[src/rtl/core/vcps_pkg.sv]
`timescale 1ns / 1ps

package vcps_pkg;

    // Volume scale and field widths
    localparam int NUM_LEVELS = 4;
    localparam int LEVEL_W    = $clog2(NUM_LEVELS);
    localparam int TICK_W     = 8;
    localparam int CFG_IDX_W  = 8;

    // Timing register reset values
    localparam logic [TICK_W-1:0] PULSE_TICKS_RST = TICK_W'(10);
    localparam logic [TICK_W-1:0] GAP_TICKS_RST   = TICK_W'(6);

    // Configuration register indexes
    typedef enum logic [CFG_IDX_W-1:0] {
        REG_PULSE_TICKS = CFG_IDX_W'(0),
        REG_GAP_TICKS   = CFG_IDX_W'(1)
    } cfg_reg_t;

    // Input word: one tick of requests
    typedef struct packed {
        logic       play_request;
        logic       item_request;
        logic       volume_request;
        logic [1:0] target_level;
    } in_word_t;

    // Output word: pin levels for one tick
    typedef struct packed {
        logic play_pin;
        logic item_pin;
        logic voice_pin;
        logic voice_busy;
    } out_word_t;

    // Status from the volume sequencer
    typedef struct packed {
        logic pin;
        logic busy;
        logic play_trigger;
    } voice_status_t;

endpackage

[src/rtl/core/vcps_pulse_unit.sv]
`timescale 1ns / 1ps

module vcps_pulse_unit
    import vcps_pkg::*;
(
    input  logic              aclk,
    input  logic              aresetn,
    input  logic              step_en,
    input  logic              request,
    input  logic              force_start,
    input  logic [TICK_W-1:0] pulse_ticks,
    output logic              pin
);

    logic              active_reg, active_next;
    logic [TICK_W-1:0] timer_reg, timer_next;
    logic              act;
    logic [TICK_W-1:0] timer_inc;

    // One tick of the fixed-length pulse
    always_comb begin
        act         = active_reg | request;
        timer_inc   = timer_reg + TICK_W'(1);
        active_next = act;
        timer_next  = '0;
        pin         = act;
        if (act) begin
            if (timer_inc >= pulse_ticks) begin
                active_next = 1'b0;
            end else begin
                timer_next = timer_inc;
            end
        end
        // late start from the volume sequencer, pin rises next tick
        if (force_start) begin
            active_next = 1'b1;
        end
    end

    always_ff @(posedge aclk) begin
        if (!aresetn) begin
            active_reg <= 1'b0;
            timer_reg  <= '0;
        end else if (step_en) begin
            active_reg <= active_next;
            timer_reg  <= timer_next;
        end
    end

endmodule

[src/rtl/core/vcps_voice_seq.sv]
`timescale 1ns / 1ps

module vcps_voice_seq
    import vcps_pkg::*;
(
    input  logic               aclk,
    input  logic               aresetn,
    input  logic               step_en,
    input  logic               volume_request,
    input  logic [1:0]         target_level,
    input  logic [TICK_W-1:0]  pulse_ticks,
    input  logic [TICK_W-1:0]  gap_ticks,
    output voice_status_t      status
);

    logic               active_reg, active_next;
    logic               init_reg, init_next;
    logic               low_reg, low_next;
    logic [TICK_W-1:0]  timer_reg, timer_next;
    logic [LEVEL_W-1:0] steps_reg, steps_next;
    logic [LEVEL_W-1:0] cur_reg, cur_next;
    logic [LEVEL_W-1:0] req_reg, req_next;
    logic               pin_reg, pin_next;
    logic               act, init;
    logic [TICK_W-1:0]  timer_inc;
    logic [LEVEL_W-1:0] steps_dec;
    logic               trig;

    // Volume step sequence: init tick, then high/low phases per step
    always_comb begin
        req_next    = volume_request ? LEVEL_W'(target_level % NUM_LEVELS) : req_reg;
        act         = active_reg | volume_request;
        init        = init_reg | volume_request;
        active_next = act;
        init_next   = init;
        low_next    = low_reg;
        timer_next  = timer_reg;
        steps_next  = steps_reg;
        cur_next    = cur_reg;
        pin_next    = pin_reg;
        trig        = 1'b0;
        timer_inc   = timer_reg + TICK_W'(1);
        steps_dec   = (steps_reg != '0) ? steps_reg - LEVEL_W'(1) : steps_reg;
        if (act) begin
            if (init) begin
                init_next = 1'b0;
                if (req_next == cur_reg) begin
                    // already at level: play pulse instead
                    active_next = 1'b0;
                    trig        = 1'b1;
                    steps_next  = '0;
                end else begin
                    steps_next = req_next - cur_reg;
                end
                cur_next   = req_next;
                low_next   = 1'b0;
                timer_next = '0;
                pin_next   = 1'b0;
            end else if (!low_reg) begin
                pin_next = 1'b1;
                if (timer_inc >= pulse_ticks) begin
                    timer_next = '0;
                    low_next   = 1'b1;
                end else begin
                    timer_next = timer_inc;
                end
            end else begin
                pin_next = 1'b0;
                if (timer_inc >= gap_ticks) begin
                    timer_next = '0;
                    steps_next = steps_dec;
                    low_next   = 1'b0;
                    if (steps_dec == '0) begin
                        active_next = 1'b0;
                    end
                end else begin
                    timer_next = timer_inc;
                end
            end
        end
        status.pin          = pin_next;
        status.busy         = active_next;
        status.play_trigger = trig;
    end

    always_ff @(posedge aclk) begin
        if (!aresetn) begin
            active_reg <= 1'b0;
            init_reg   <= 1'b0;
            low_reg    <= 1'b0;
            timer_reg  <= '0;
            steps_reg  <= '0;
            cur_reg    <= '0;
            req_reg    <= '0;
            pin_reg    <= 1'b0;
        end else if (step_en) begin
            active_reg <= active_next;
            init_reg   <= init_next;
            low_reg    <= low_next;
            timer_reg  <= timer_next;
            steps_reg  <= steps_next;
            cur_reg    <= cur_next;
            req_reg    <= req_next;
            pin_reg    <= pin_next;
        end
    end

endmodule

[src/rtl/core/voice_chip_pulse_sequencer_top.sv]
`timescale 1ns / 1ps
// Channel   Ports                           Word
// input     s_valid, s_ready, s_data        in_word_t: one tick of requests
// result    m_valid, m_ready, m_data        out_word_t: pin levels for that tick
// config    cfg_valid, cfg_ready, cfg_*     8-bit register write by index
//
// One word per cycle sustained while results are taken; each word passes the
// input register, then the tick update lands in the result register.
// Reset (aresetn low, synchronous) clears all sequencer state and loads the
// timing registers with their defaults. Config writes are always taken.
// A stalled result holds; one more word is held in the input register.

module voice_chip_pulse_sequencer_top
    import vcps_pkg::*;
(
    input  logic                 aclk,
    input  logic                 aresetn,
    input  logic                 s_valid,
    output logic                 s_ready,
    input  in_word_t             s_data,
    output logic                 m_valid,
    input  logic                 m_ready,
    output out_word_t            m_data,
    input  logic                 cfg_valid,
    output logic                 cfg_ready,
    input  logic [CFG_IDX_W-1:0] cfg_index,
    input  logic [TICK_W-1:0]    cfg_wdata
);

    logic [TICK_W-1:0] pulse_ticks_reg;
    logic [TICK_W-1:0] gap_ticks_reg;
    logic              in_valid_reg;
    in_word_t          in_word_reg;
    logic              m_valid_reg;
    out_word_t         m_data_reg;
    logic              advance;
    logic              play_pin, item_pin;
    voice_status_t     vstat;
    out_word_t         out_next;

    // Configuration registers
    assign cfg_ready = 1'b1;

    always_ff @(posedge aclk) begin
        if (!aresetn) begin
            pulse_ticks_reg <= PULSE_TICKS_RST;
            gap_ticks_reg   <= GAP_TICKS_RST;
        end else if (cfg_valid) begin
            unique case (cfg_index)
                REG_PULSE_TICKS: pulse_ticks_reg <= cfg_wdata;
                REG_GAP_TICKS:   gap_ticks_reg   <= cfg_wdata;
                default: ;
            endcase
        end
    end

    // Handshake: tick processed when input is held and result slot frees
    assign advance = in_valid_reg && (!m_valid_reg || m_ready);
    assign s_ready = !in_valid_reg || advance;

    always_ff @(posedge aclk) begin
        if (!aresetn) begin
            in_valid_reg <= 1'b0;
        end else if (s_ready) begin
            in_valid_reg <= s_valid;
        end
    end

    always_ff @(posedge aclk) begin
        if (s_valid && s_ready) begin
            in_word_reg <= s_data;
        end
    end

    // Play, item and voice units
    vcps_pulse_unit u_play (
        .aclk        (aclk),
        .aresetn     (aresetn),
        .step_en     (advance),
        .request     (in_word_reg.play_request),
        .force_start (vstat.play_trigger),
        .pulse_ticks (pulse_ticks_reg),
        .pin         (play_pin)
    );

    vcps_pulse_unit u_item (
        .aclk        (aclk),
        .aresetn     (aresetn),
        .step_en     (advance),
        .request     (in_word_reg.item_request),
        .force_start (1'b0),
        .pulse_ticks (pulse_ticks_reg),
        .pin         (item_pin)
    );

    vcps_voice_seq u_voice (
        .aclk           (aclk),
        .aresetn        (aresetn),
        .step_en        (advance),
        .volume_request (in_word_reg.volume_request),
        .target_level   (in_word_reg.target_level),
        .pulse_ticks    (pulse_ticks_reg),
        .gap_ticks      (gap_ticks_reg),
        .status         (vstat)
    );

    // Result register
    always_comb begin
        out_next.play_pin   = play_pin;
        out_next.item_pin   = item_pin;
        out_next.voice_pin  = vstat.pin;
        out_next.voice_busy = vstat.busy;
    end

    always_ff @(posedge aclk) begin
        if (!aresetn) begin
            m_valid_reg <= 1'b0;
        end else if (advance) begin
            m_valid_reg <= 1'b1;
        end else if (m_ready) begin
            m_valid_reg <= 1'b0;
        end
    end

    always_ff @(posedge aclk) begin
        if (advance) begin
            m_data_reg <= out_next;
        end
    end

    assign m_valid = m_valid_reg;
    assign m_data  = m_data_reg;

`ifndef SYNTHESIS
    // a result appears only after a held input word
    a_result_from_input: assert property (@(posedge aclk) disable iff (!aresetn)
        $rose(m_valid_reg) |-> $past(in_valid_reg))
        else $error("result word without input word");

    // voice pin high only inside a running step sequence
    a_pin_implies_busy: assert property (@(posedge aclk) disable iff (!aresetn)
        (m_valid_reg && m_data_reg.voice_pin) |-> m_data_reg.voice_busy)
        else $error("voice pin high while sequencer idle");

    // both stages full and stalled: no new word taken
    a_no_overrun: assert property (@(posedge aclk) disable iff (!aresetn)
        (in_valid_reg && m_valid_reg && !m_ready) |-> !s_ready)
        else $error("input accepted while pipeline full");
`endif

endmodule
[config.mk]
export PLATFORM = sky130hd
export DESIGN_NAME = voice_chip_pulse_sequencer_top
export DESIGN_NICKNAME = d
export VERILOG_FILES = /design/src/rtl/core/vcps_pkg.sv /design/src/rtl/core/vcps_pulse_unit.sv /design/src/rtl/core/vcps_voice_seq.sv /design/src/rtl/core/voice_chip_pulse_sequencer_top.sv
export SDC_FILE = /design/constraint.sdc
export NUM_CORES = 1
export LEC_CHECK = 0
export BUFFER_PORTS_ARGS = -buffer_cell sky130_fd_sc_hd__buf_4
export CORE_MARGIN = 2
export CORE_UTILIZATION = 25
export CTS_BUF_LIST = sky130_fd_sc_hd__clkbuf_16
export CTS_CLUSTER_DIAMETER = 80
export DETAILED_ROUTE_END_ITERATION = 10
export MAX_ROUTING_LAYER = met4
export PLACE_DENSITY = 0.45
export SLEW_MARGIN = 15
export SYNTH_ARGS = -nofsm -noshare
export SYNTH_HDL_FRONTEND = slang
export SYNTH_SLANG_ARGS = --single-unit
[constraint.sdc]
create_clock -name aclk -period 3.4 [get_ports aclk]
set_clock_uncertainty 0.2 [all_clocks]
set_input_delay 0.51 -clock aclk [delete_from_list [all_inputs] [get_ports aclk]]
set_output_delay 0.51 -clock aclk [all_outputs]
set_load 0.01 [all_outputs]
After elaboration in Yosys (flattened, before gate mapping)
Cells that the tools add are included.

word-level totals
  register bits after elaboration = 63
  input bits = 26
  logic and storage cells = 94

cells by class
  add/sub/neg operators = 5
  order comparisons = 4
  eq/ne operators = 2
  muxes and demuxes = 38
  bitwise gates (word level) = 4
  reductions and logical operators = 17

operator list
  kind                 count
  $mux 8               8
  $ge 8x8->1           4
  $add 8x1->8 const B  3
  $mux 1               24
  $mux 2               6
  $eq 8x1->1 const B   1
  $logic_not 8->1      1
  $reduce_bool 2->1    4
  $reduce_and 2->1     3
  $or 1x1->1           4
  $reduce_and 4->1     1
  $reduce_and 3->1     1
  $eq 2x2->1           1
  $logic_and 1x1->1    2
  $logic_not 1->1      2
  $logic_not 2->1      1
  $logic_or 1x1->1     2
  $sub 2x1->2 const B  1
  $sub 2x2->2          1

Longest topological paths before layout
Gate-level depths: netlist of the first run.

  depth after elaboration = 8
  depth in mapped cells = 10
  gate-level depth less buffers = 10

Cells and area by module
Synthesis of the first run repeated with hierarchy kept, for this count alone.

second synthesis, totals
  cell total of the unflattened synthesis = 424
  area total of the unflattened synthesis = 3838.7 um^2

by module, submodules not included
  module                          times used  cells each  area each (um^2)  sequential area each (um^2)
  vcps_voice_seq                  1           173         1407.6            360.3
  vcps_pulse_unit                 2           80          691.9             180.2
  voice_chip_pulse_sequencer_top  1           91          1047.3            630.6

Worst setup path after synthesis of the first run
No wires, ideal clock.

  path type = reg2reg
  start point = reg u_voice.timer_reg[0]
  end point = reg u_voice.steps_reg[0]
  library setup time = 72 ps
  arrival = 2320 ps
  path slack = 808 ps
  stages on the path, launching flop included = 11
  buffers on the path = 0
  period minus slack after synthesis = 2592 ps
  cells stage by stage = dfxtp_1 and3_1 nand3_1 and2_1 or2_1 ha_1 a211oi_1 nor2_1 a211o_1 a31oi_1 mux2i_1

on the way
  word-level cells in the longest chain between the ends = 4

RTL lines
  item                         RTL line               RTL
  start: declaration           vcps_voice_seq.sv:19   logic [TICK_W-1:0] timer_reg, timer_next;
  start signal: assignment     vcps_voice_seq.sv:100  timer_reg <= timer_next;
  $add 8x1->8                  vcps_voice_seq.sv:42   timer_inc = timer_reg + TICK_W'(1);
  $ge 8x8->1                   vcps_voice_seq.sv:69   if (timer_inc >= gap_ticks) begin
  $reduce_bool 2->1 (no line)  n/a
  $reduce_and 4->1 (no line)   n/a
  end signal: assignment       vcps_voice_seq.sv:101  steps_reg <= steps_next;
  end: declaration             vcps_voice_seq.sv:20   logic [LEVEL_W-1:0] steps_reg, steps_next;

Every way passes these cells.
A chain may end at the register's enable or synchronous reset.

Final worst setup path of the first run
  start point = reg u_voice.timer_reg[0]
  end point = reg m_data_reg (netlist bit m_data[0]), data pin

on the way
  word-level cells in the longest chain between the ends = 6

RTL lines
  item                     RTL line                               RTL
  $add 8x1->8              vcps_voice_seq.sv:42
  $ge 8x8->1               vcps_voice_seq.sv:69
  $mux 1                   vcps_voice_seq.sv:69
  $mux 1                   vcps_voice_seq.sv:59                   end else if (!low_reg) begin
  $mux 1                   vcps_voice_seq.sv:45                   if (init) begin
  $mux 1                   vcps_voice_seq.sv:44                   if (act) begin
  net u_voice.active_next  vcps_voice_seq.sv:16                   logic active_reg, active_next;
  end signal: assignment   voice_chip_pulse_sequencer_top.sv:127  m_data_reg <= out_next;
  end: declaration         voice_chip_pulse_sequencer_top.sv:35   out_word_t m_data_reg;

The timed path passes the listed nets, and every way through them passes these cells.

==> out/results.txt, run 1 <==
For this block, wires on met1 add up to 4.15 mm. The leftover overflow at the end of global routing is 0. No sink is reached through more buffers than the 2 on the longest clock path.

The worst setup path is of the flop to flop kind. The net count of the finished layout is 491. The filler cells instantiated in the layout total 1483. The final setup violation count is 0, and the clock-pin slew reported for the worst setup and hold paths after clock tree synthesis is 60 ps.

At the end of the flow the core is filled with cells to 30.9%. From left edge to right edge, the die measures 124 um. The highest layer used for signal routing was met4. The leakage dissipation is 1.89 nW.

Measured along the y axis, the die boundary spans 124 um. Cells with a size suffix above 1 make up 13.8% of the layout. The run gives 44.2% as the relative contribution of sequential cells to total power. Relative to the synthesized area, the layout overhead comes to 19.4%. For this run, asynchronously set or reset flops after synthesis account for 0%. Input and output buffers added on the ports amount to 31. Average cell area after synthesis: 9.14 sq um. The analysis attributes to net switching a power of 395 uW. The run gives 9 as the number of buffers inserted during clock tree synthesis. The largest total area in the synthesized netlist belongs to dfxtp_1. STA classifies the critical path endpoint as a flop. The routed wirelength normalized by instance count is 13.2 um.

At the end of routability-driven placement, the weighted congestion stood at 0.867. Static timing analysis puts the maximum clock frequency at 0.341 GHz. Of the total power, combinational logic draws 6.4%. The post-CTS setup repair buffer count was 0; the clock group share of total power was 49.5%. The synthesized-area fraction occupied by ao, oa, aoi and oai cells is 13.1%, and the synthesis warning total is 0. The run gives 2706 as the via count of the first global-routing pass. Excluding fillers, the count of instances in the completed layout stands at 614. The synthesized netlist occupies a cell area of 0.00362 sq mm. The DRC marker count from the first detailed-route iteration came out at 107. The final worst-path cycle share is 86.4%.

33 I/O pins were placed. The tools report the count of antenna-violating nets left after detailed routing as 0. Across all hold checks on the routed design, the worst slack comes to 152 ps.

For the worst setup path, the data required time is 3270 ps. The synthesized netlist devotes 4.36% of its cell area to XOR and XNOR gates. The dominant combinational cell family by area after synthesis was simple AND/OR/NAND/NOR gates. The cell count after synthesis came out at 396.

The number of antenna violations at the first check in global routing is 0, and the synthesized-area fraction occupied by adder cells is 12.4%. The logs give 0 ps for the final setup TNS and 63 for the total clock sinks. Cell internal power was estimated by the tool at 1.38 mW. Summed over its instances, the top area cell type makes up 29.9% of the synthesized netlist area. The logs give 4 for the number of detailed-routing iterations run before antenna repair and 25.9% for the initial standard-cell utilization of the core. The tools report the worst max-slew margin expressed relative to the limit as 55.1%.

The logs give 14.0 mm for the global-route wire length before repair and 598 for the cell count after placement. The flow ran to the end, and the final reports show no timing, DRC or antenna violations. Detailed routing inserted a total of 2769 vias. The tools report the global-route usage over all layers as 11.5%. Placeable core area: 0.0140 sq mm.

The count of endpoints failing hold in the final timing report came out at 0. The tree is rooted in a clkbuf_16. The diode insertion count for antenna repair came out at 0. The H-tree level count was 3; the number of enable-type register cells in the synthesized netlist was 9. Pin count of the biggest net entering global routing: 54. The post-route DRC violation count is 0, and the number of placement rows is 43. Net count of the mapped netlist: 458. Setup repair after global routing left no endpoint under its margin. The maximum fanout along the worst path works out to 7. The synthesis-stage register bit count was 63.

Routed wire length on met3: 193 um. TritonCTS built the clock tree. STA puts the critical path data arrival time at 2800 ps. The logs give 330 ps for the clock network latency to the later pin of the worst-skew pair and 0.0155 sq mm for the area of the die. For the max-slew violation count, the log shows 0. The worst hold path belongs to the class primary input to flop. The wire-length estimate of the detail-placed layout is 6.04 mm. Wires add up to 8.13 mm. The worst setup path is launched from a flop. For the number of maximum-capacitance violations, the log shows 0.

The power density over cell area was 411 mW/mm^2. Of the total synthesized cell area, the portion taken by AND, OR, NAND and NOR gates is 22.6%. In the post-synthesis netlist, the biggest area contributors are dfxtp_1 (30%), ha_1 (12%), edfxtp_1 (7.5%), nor2b_1 (6.4%), mux2i_1 (5.8%). The count of cells resized by post-cts repair came out at 0. The portion of synthesized area spent on multiplexers is 6.19%. Sequential elements use 37.3% of the synthesized area.

Subtracting the final worst setup slack from the clock period gives 2940 ps. After synthesis, the netlist uses 56 different library cells. Among all flip-flop cells after synthesis, the most frequent one is dfxtp_1. The met2 wire length was 3.67 mm.

At the pin with the least slew margin, the transition time is 673 ps. The number of vias per cell came out at 4.51. The tools report the count of hold buffers inserted by post-cts repair as 0. The switching share of power was 22.2%. The run gives 0.000214 V as the maximum vdd drop.
path summary, 6_finish.rpt:
| kind | from | slack [ps] | to | cells after the start |
|---|---|---|---|---|
| worst min register to register | u_voice.steps_reg[0] | 270 | u_voice.steps_reg[0] | 2 |
| worst max register to register | u_voice.timer_reg[0] | 460 | m_data[0] | 10 |
| worst min-delay path | s_data[3] | 150 | in_word_reg[3] | 1 |
| worst max-delay path | u_voice.timer_reg[0] | 460 | m_data[0] | 10 |
logic make-up (layout without fill, tap and decap cells):
family,after synthesis,in the layout
XOR/XNOR,18,18
AND/OR/NAND/NOR,155,155
multiplexers,22,22
buffers and inverters,33,71
flip-flops,63,63
other,1,1
AO/OA/AOI/OAI,68,68
adder cells (fa/ha/maj),36,36
cell usage in the layout, fill, tap and decap left out, types with 3 or more instances in the layout:
cell       Yosys  final
edfxtp_1       9      9
inv_1         18     20
o21ai_1       12     12
nand2_1       43     43
ha_1          36     36
clkbuf_16      0      9
nor2b_1       37     37
a211oi_1       7      7
o211a_1        3      3
and3_1         6      6
mux2i_1       21     21
dfxtp_1       54     54
o211ai_1       4      4
a21oi_1       10     10
buf_4          1     34
a22oi_1       12     12
nand3_1       13     13
nor3_1         3      3
clkinv_2       0      3
inv_2          3      3
xnor2_1        8      8
nor2_1        20     20
nor3b_1        3      3
xor2_1        10     10
and2_1         6      6
nand2b_1       5      5
o21ai_0        4      4
nand4_1        4      4
layout make-up:
cell class,count,area [sq um],area share [%]
multi-input combinational,300,2130,49.3
sequential,63,1350,31.3
timing repair buffer,34,255,5.91
clock buffer,9,225,5.21
tap,180,225,5.21
inverter,21,78.8,1.82
clock inverter,7,56.3,1.30
synthesized netlist by cell type (4+ instances only):
library cell	n
dfxtp_1	54
ha_1	36
a211oi_1	7
clkbuf_1	7
nor2b_1	37
xor2_1	10
a21oi_1	10
o21ai_0	4
and3_1	6
and2_1	6
nor2_1	20
o211ai_1	4
inv_1	18
nand3_1	13
nand2_1	43
mux2i_1	21
edfxtp_1	9
o21ai_1	12
nand2b_1	5
xnor2_1	8
a22oi_1	12
nand4_1	4
through the flow:
| stage | area, sq um | power (mW) | setup WS [ps] |
|---|---|---|---|
| 3_5_place_dp | 4040 | 0.916 | 507 |
| 6_report | 4320 | 1.78 | 464 |
| 5_1_grt | 4320 | 1.86 | 212 |
| 3_3_place_gp | 4040 | 0.915 | 609 |
| 2_1_floorplan | 3620 | 0.865 | 808 |
| 4_1_cts | 4320 | 1.80 | 478 |
power groups by stage:
stage | clock (mW) | combinational, mW | sequential [mW]
6_report | 0.879 | 0.113 | 0.785
5_1_grt | 0.942 | 0.127 | 0.787
4_1_cts | 0.901 | 0.116 | 0.785
3_5_place_dp | 0 | 0.116 | 0.801
3_3_place_gp | 0 | 0.114 | 0.801
2_1_floorplan | 0 | 0.0682 | 0.797
layer usage:
metal / track usage [%] / vias up
met5: - / -
met4: 3.97 / 0
met3: 2.88 / 8
met2: 17.2 / 25
met1: 15.3 / 1272
li1: - / 1464
worst max-delay path, cell delays in order (launching register included):
cell	delay (ps)
dfxtp_1	430
and3_1	180
nand3_1	110
and2_1	200
or2_1	250
ha_1	310
nand4_1	90
nor2_1	200
a211oi_1	140
o41ai_1	480
nor2_1	80
Note: power is estimated with default switching activity, not from simulation.
==> inputs of run 2 (changes only) <==
- REMOVE_ABC_BUFFERS: unset -> 1
==> out/results.txt, run 2 (same netlist as run 1, synthesis figures left out) <==
The flow ran to the end, and the final reports show no timing, DRC or antenna violations. The H-tree level count is 3 (unchanged). The critical path endpoint category is a flop. The tools report the total of fill cells in the finished design as 1458 (-1.7%). For the endpoint required time on the critical path, the log shows 3460 ps (+190 ps). The via count of the first global-routing pass is 2731 (+0.92%), and the number of detailed-routing iterations run before antenna repair is 4 (unchanged). The tools report the root buffer selected by CTS as clkbuf_16. The worst path arrival time was 3040 ps (+240 ps). The tools report the count of endpoints failing hold in the final timing report as 0 (unchanged). The switching share of power works out to 22.4% (+0.20 points). The power density over cell area was 412 mW/mm^2 (+0.21%); the DRC marker count from the first detailed-route iteration was 131 (+22%).

The maximum fanout along the worst path was 7 (unchanged); the number of antenna violations at the first check in global routing was 0 (unchanged). The routed wirelength normalized by instance count is 13.3 um (+0.17%), and the net switching power figure is 399 uW (+1.1%). The worst setup slack before clock tree synthesis came out at 484 ps (-22.8 ps).

The relative contribution of sequential cells to total power was 44.1% (about the same). The number of cells traversed by the worst hold path came out at 1 (unchanged). Leaving out fill and tap cells, the most frequent cells in the layout are dfxtp_1 (54), nand2_1 (43), nor2b_1 (37). The fmax was 0.336 GHz (-1.5%). The run gives 420 ps (-40 ps) as the worst setup slack for register-to-register paths. The count of buffering cells on the critical path with inverters included works out to 0 (unchanged). The number of maximum-capacitance violations is 0 (unchanged), and the depth of the critical timing path with buffers and inverters included is 10 (unchanged).

The internal power of the cells was 1.38 mW (about the same); the initial standard-cell utilization of the core was 25.9% (unchanged). The width of the chip is 124 um (unchanged). Boundary pin count: 33 (unchanged).

The final setup TNS came out at 0 ps (unchanged). Sum of routed wire length over all layers: 8.14 mm (+0.17%). Max-slew violation count: 0 (unchanged).

The number of placement rows was 43 (unchanged). The run gives 30.9% (about the same) as the final cell utilization of the core. The area of the die is 0.0155 sq mm (unchanged).

The run gives 0.814 (-6.1%) as the final weighted congestion in routability-driven placement. Count of vias placed by the detailed router: 2810 (+1.5%). For the global-route wire length before repair, the log shows 13.4 mm (-4.4%).

The transition time at the pin with the least slew margin is 657 ps (-15.5 ps). The tools report the detailed placer's ending HPWL as 6.07 mm (+0.49%). The tools report the leftover overflow at the end of global routing as 0 (unchanged). For the combinational fraction of design power, the log shows 6.3% (about the same).

The maximum vdd drop was 0.000210 V (-1.6%); the die outline height was 124 um (unchanged). The global-route usage over all layers was 11.2% (-0.32 points); the worst-case hold slack was 152 ps (-0.359 ps). The least setup slack across all paths after layout is 420 ps (-43.5 ps), and the leakage dissipation is 1.88 nW (-0.32%). Share of post-route cells with drive strength above 1: 13.6% (-0.23 points).

The count of nets after finishing came out at 491 (unchanged). The logs give 0 (unchanged) for the final setup violation count and 49.6% (about the same) for the clock group share of total power. The depth of the worst register-to-register path is 10 (unchanged). The signal on the critical path passes through ha_1 -> nand3_1 -> nor2_1 -> xor2_1 -> ha_1 -> o21ai_0 -> o21ai_1 -> a21oi_1 -> o21ai_1 -> o211ai_1. Leading cell type in the layout, fill and taps excluded: dfxtp_1. The port buffer count works out to 31 (unchanged). TritonCTS built the clock tree.

The worst max-slew margin expressed relative to the limit was 56.1% (+1.0 points); the count of antenna-violating nets left after detailed routing was 0 (unchanged). The run gives 0 (unchanged) as the diode insertion count for antenna repair. The final worst-path cycle share works out to 87.6% (+1.3 points). The kind of critical path is flop to flop. The min-delay analysis places its worst path in the category primary input to flop.

The clock-pin slew reported for the worst setup and hold paths after clock tree synthesis was 60 ps (about the same); the count of hold buffers inserted by post-cts repair was 0 (unchanged). The worst setup path is launched from a flop. Post-route DRC violation count: 0 (unchanged). The master of the slowest instance on the critical path is dfxtp_1.

The number of buffers on the longest clock path was 2 (unchanged). The synthesis-to-finish area growth was 19.4% (about the same). The delay of the slowest cell on the worst path works out to 440 ps (-40 ps). The largest delay contributor family on the critical path was compound AO/OA/AOI/OAI gates. The final period demand of the worst path works out to 2980 ps (+43.5 ps). The number of vias per cell came out at 4.58 (+1.5%).

The logs give 330 ps (about the same) for the clock network latency to the later pin of the worst-skew pair and 9 (unchanged) for the number of buffers inserted during clock tree synthesis. Setup repair after global routing left no endpoint under its margin. The placeable core area is 0.0140 sq mm (unchanged), and the count of cells resized by post-cts repair is 0 (unchanged). The post-CTS setup repair buffer count came out at 0 (unchanged). The run gives 54 (unchanged) as the pin count of the biggest net entering global routing. The total clock sinks is 63 (unchanged).
[run 2: routing by layer]
metal	routed length, um	track usage, %	vias to the layer above
met5	0	-	-
met4	202	6.94	0
met3	163	2.10	15
met2	4040	18.5	23
met1	3740	12.6	1297
li1	-	-	1475
[run 2: power by group through the flow]
stage | clock network [mW] | registers [mW] | logic [mW]
2_1_floorplan | 0 | 0.798 | 0.0567
3_3_place_gp | 0 | 0.801 | 0.113
3_5_place_dp | 0 | 0.801 | 0.114
4_1_cts | 0.909 | 0.785 | 0.115
5_1_grt | 0.942 | 0.787 | 0.124
6_report | 0.883 | 0.785 | 0.112
[run 2: path summary, 6_finish.rpt]
check	startpoint	to
worst min register to register	u_voice.steps_reg[0]	u_voice.steps_reg[0]
worst min-delay path	s_data[3]	in_word_reg[3]
worst max-delay path	u_voice.timer_reg[0]	u_voice.timer_reg[2]
worst max register to register	u_voice.timer_reg[0]	u_voice.timer_reg[2]
[run 2: cell type report]
class / count / area, sq um / share of cell area (%)
repair buffers: 34 / 255 / 5.91
well taps: 180 / 225 / 5.21
inverters: 21 / 78.8 / 1.82
multi-input cells: 300 / 2130 / 49.3
clock inverters: 7 / 55.1 / 1.27
flip-flops and latches: 63 / 1350 / 31.3
clock buffers: 9 / 225 / 5.21
[run 2: worst register-to-register path: cells and delay by family (launching register included)]
| family | cells | cell delay (ps) |
|---|---|---|
| AO/OA/AOI/OAI | 5 | 1030 |
| adder cells (fa/ha/maj) | 2 | 580 |
| flip-flops | 1 | 440 |
| XOR/XNOR | 1 | 340 |
| AND/OR/NAND/NOR | 2 | 300 |
[run 2: through the flow]
| stage | total power, mW | cells | instance area, sq um |
|---|---|---|---|
| floorplan | 0.855 | 384 | 3560 |
| global placement | 0.914 | 598 | 4040 |
| detailed placement | 0.915 | 598 | 4040 |
| CTS | 1.81 | 614 | 4320 |
| global route | 1.85 | 614 | 4320 |
| finish | 1.78 | 614 | 4320 |
==> inputs of run 3 (changes only) <==
- CELL_PAD_IN_SITES_DETAIL_PLACEMENT: unset -> 1
- CELL_PAD_IN_SITES_GLOBAL_PLACEMENT: unset -> 2
- PLACE_DENSITY: 0.45 -> 0.62
==> out/results.txt, run 3 (same netlist as run 1, synthesis figures left out) <==
For the number of maximum-capacitance violations, the log shows 0 (unchanged). The power density over cell area was 424 mW/mm^2 (+2.9%); the count of cells resized by post-cts repair was 0 (unchanged). The global-route usage over all layers was 12.9% (+1.7 points). The number of vias per cell is 4.71 (+2.9%), and the endpoint required time on the critical path is 3460 ps (about the same). The run gives 428 ps (+8.10 ps) as the least setup slack across all paths after layout. By startpoint and endpoint, the worst setup path is classified as flop to flop. Critical path endpoint category: a flop. Die outline height: 124 um (unchanged).

The run gives 4 (unchanged) as the number of detailed-routing iterations run before antenna repair. The H-tree level count was 3 (unchanged). TritonCTS built the clock tree. The maximum fanout along the worst path came out at 7 (unchanged). The routed wirelength normalized by instance count works out to 15.0 um (+13%). The root buffer selected by CTS was clkbuf_16. The via count of the first global-routing pass is 3046 (+12%), and the width of the chip is 124 um (unchanged). The final worst-path cycle share was 87.4% (-0.24 points); the final period demand of the worst path was 2970 ps (-8.10 ps). The run gives 9 (unchanged) as the number of buffers inserted during clock tree synthesis. The worst max-slew margin expressed relative to the limit is 51.5% (-4.6 points), and the clock-pin slew reported for the worst setup and hold paths after clock tree synthesis is 60 ps (about the same). The detailed placer's ending HPWL is 6.99 mm (+15%), and the synthesis-to-finish area growth is 19.6%.

Leaving out fill and tap cells, the most frequent cell in the layout is dfxtp_1. The share of post-route cells with drive strength above 1 was 14.1% (+0.49 points); the count of vias placed by the detailed router was 2886 (+2.7%). Sum of routed wire length over all layers: 9.17 mm (+13%).

The post-route DRC violation count is 0 (unchanged). The count of antenna-violating nets left after detailed routing was 0 (unchanged). The number of antenna violations at the first check in global routing is 0 (unchanged). The run gives 43 (unchanged) as the number of placement rows. The tightest min-delay check is of the primary input to flop type.

The run gives 0 (unchanged) as the final setup violation count. The cell count after placement was 597 (-0.17%); the clock network latency to the later pin of the worst-skew pair was 340 ps (about the same). The count of nets after finishing came out at 490 (-0.20%). The post-CTS setup repair buffer count was 0 (unchanged); the transition time at the pin with the least slew margin was 726 ps (+69.0 ps). The tools report the diode insertion count for antenna repair as 0 (unchanged). The pin count of the biggest net entering global routing was 33 (-39%). The logs give 0 (unchanged) for the max-slew violation count and 613 (-0.16%) for the number of non-filler instances in the completed layout.

For the count of endpoints failing hold in the final timing report, the log shows 0 (unchanged). The library cells used most frequently in the layout, excluding fill and tap cells, are dfxtp_1 (54), nand2_1 (43), nor2b_1 (37). The count of hold buffers inserted by post-cts repair is 0 (unchanged), and the boundary pin count is 33 (unchanged). The global-route wire length before repair was 15.4 mm (+15%); the port buffer count was 31 (unchanged). The worst path arrival time was 3030 ps (about the same). The tools report the maximum vdd drop as 0.000205 V (-2.4%).

The run gives 25.9% (unchanged) as the initial standard-cell utilization of the core. The flow ran to the end, and the final reports show no timing, DRC or antenna violations. The DRC marker count from the first detailed-route iteration was 116 (-11%); the final weighted congestion in routability-driven placement was 0.785 (-3.6%). The tools report the fmax as 0.337 GHz (+0.27%). The worst setup slack before clock tree synthesis is 438 ps (-46.0 ps). The total of fill cells in the finished design came out at 1616 (+11%). Setup repair after global routing left no endpoint under its margin. For the final setup TNS, the log shows 0 ps (unchanged).

The total clock sinks is 63 (unchanged). The startpoint kind of the worst setup timing path was a flop. The logs give 2 (unchanged) for the number of buffers on the longest clock path and 0.0140 sq mm (unchanged) for the placeable core area. The area of the die was 0.0155 sq mm (unchanged); the leftover overflow at the end of global routing was 0 (unchanged).

Leakage dissipation: 1.88 nW (-0.25%).
[run 3: changes by cell type in the layout (fill, tap and decap cells not counted), sizes merged]
cell      before  now
clkinv         5    4
buf           34   33
clkinvlp       0    1
[run 3: worst paths after layout]
check / startpoint / to / slack, ps / cells past startpoint
max reg2reg: u_voice.timer_reg[0] / u_voice.timer_reg[2] / 430 / 10
max: u_voice.timer_reg[0] / u_voice.timer_reg[2] / 430 / 10
min: s_data[3] / in_word_reg[3] / 140 / 1
min reg2reg: gap_ticks_reg[2] / gap_ticks_reg[2] / 280 / 2
[run 3: where the power goes]
group / internal [mW] / switching (mW)
logic: 0.0539 / 0.0596
clock network: 0.568 / 0.369
registers: 0.771 / 0.0134
total: 1.39 / 0.442
[run 3: routing by layer]
layer | part of all wire, % | wire, um | global-route usage (%)
met1 | 48 | 4370 | 15.5
met2 | 49 | 4450 | 21.0
met3 | 2.6 | 234 | 3.87
met4 | 1.3 | 115 | 3.77
met5 | 0 | 0 | -
[run 3: per-stage QoR]
| stage | utilization [%] | hold slack (ps) | area, sq um | power (mW) |
|---|---|---|---|---|
| after floorplan | - | 241 | 3560 | 0.855 |
| after global placement | 28.8 | 254 | 4030 | 0.916 |
| after detailed placement | 28.8 | 275 | 4030 | 0.918 |
| after CTS | 31.0 | 129 | 4330 | 1.87 |
| after global routing | 31.0 | 124 | 4330 | 1.92 |
| final | 31.0 | 144 | 4330 | 1.84 |
[run 3: layout make-up]
cell class | instances | area, sq um | share of cell area, %
Timing Repair Buffer | 33 | 248 | 5.72
Clock buffer | 9 | 225 | 5.20
Clock inverter | 7 | 72.6 | 1.68
Sequential cell | 63 | 1350 | 31.2
Inverter | 21 | 78.8 | 1.82
Tap cell | 180 | 225 | 5.20
Multi-Input combinational cell | 300 | 2130 | 49.2
[run 3: critical path, stage by stage (launching register included)]
cell and delay [ps]:
dfxtp_1 440, and3_1 190, nand3_1 110, nor2_1 160, xor2_1 320, ha_1 340, a211oi_1 270, nand3_1 110
a21oi_1 370, o21ai_1 180, o211ai_1 200
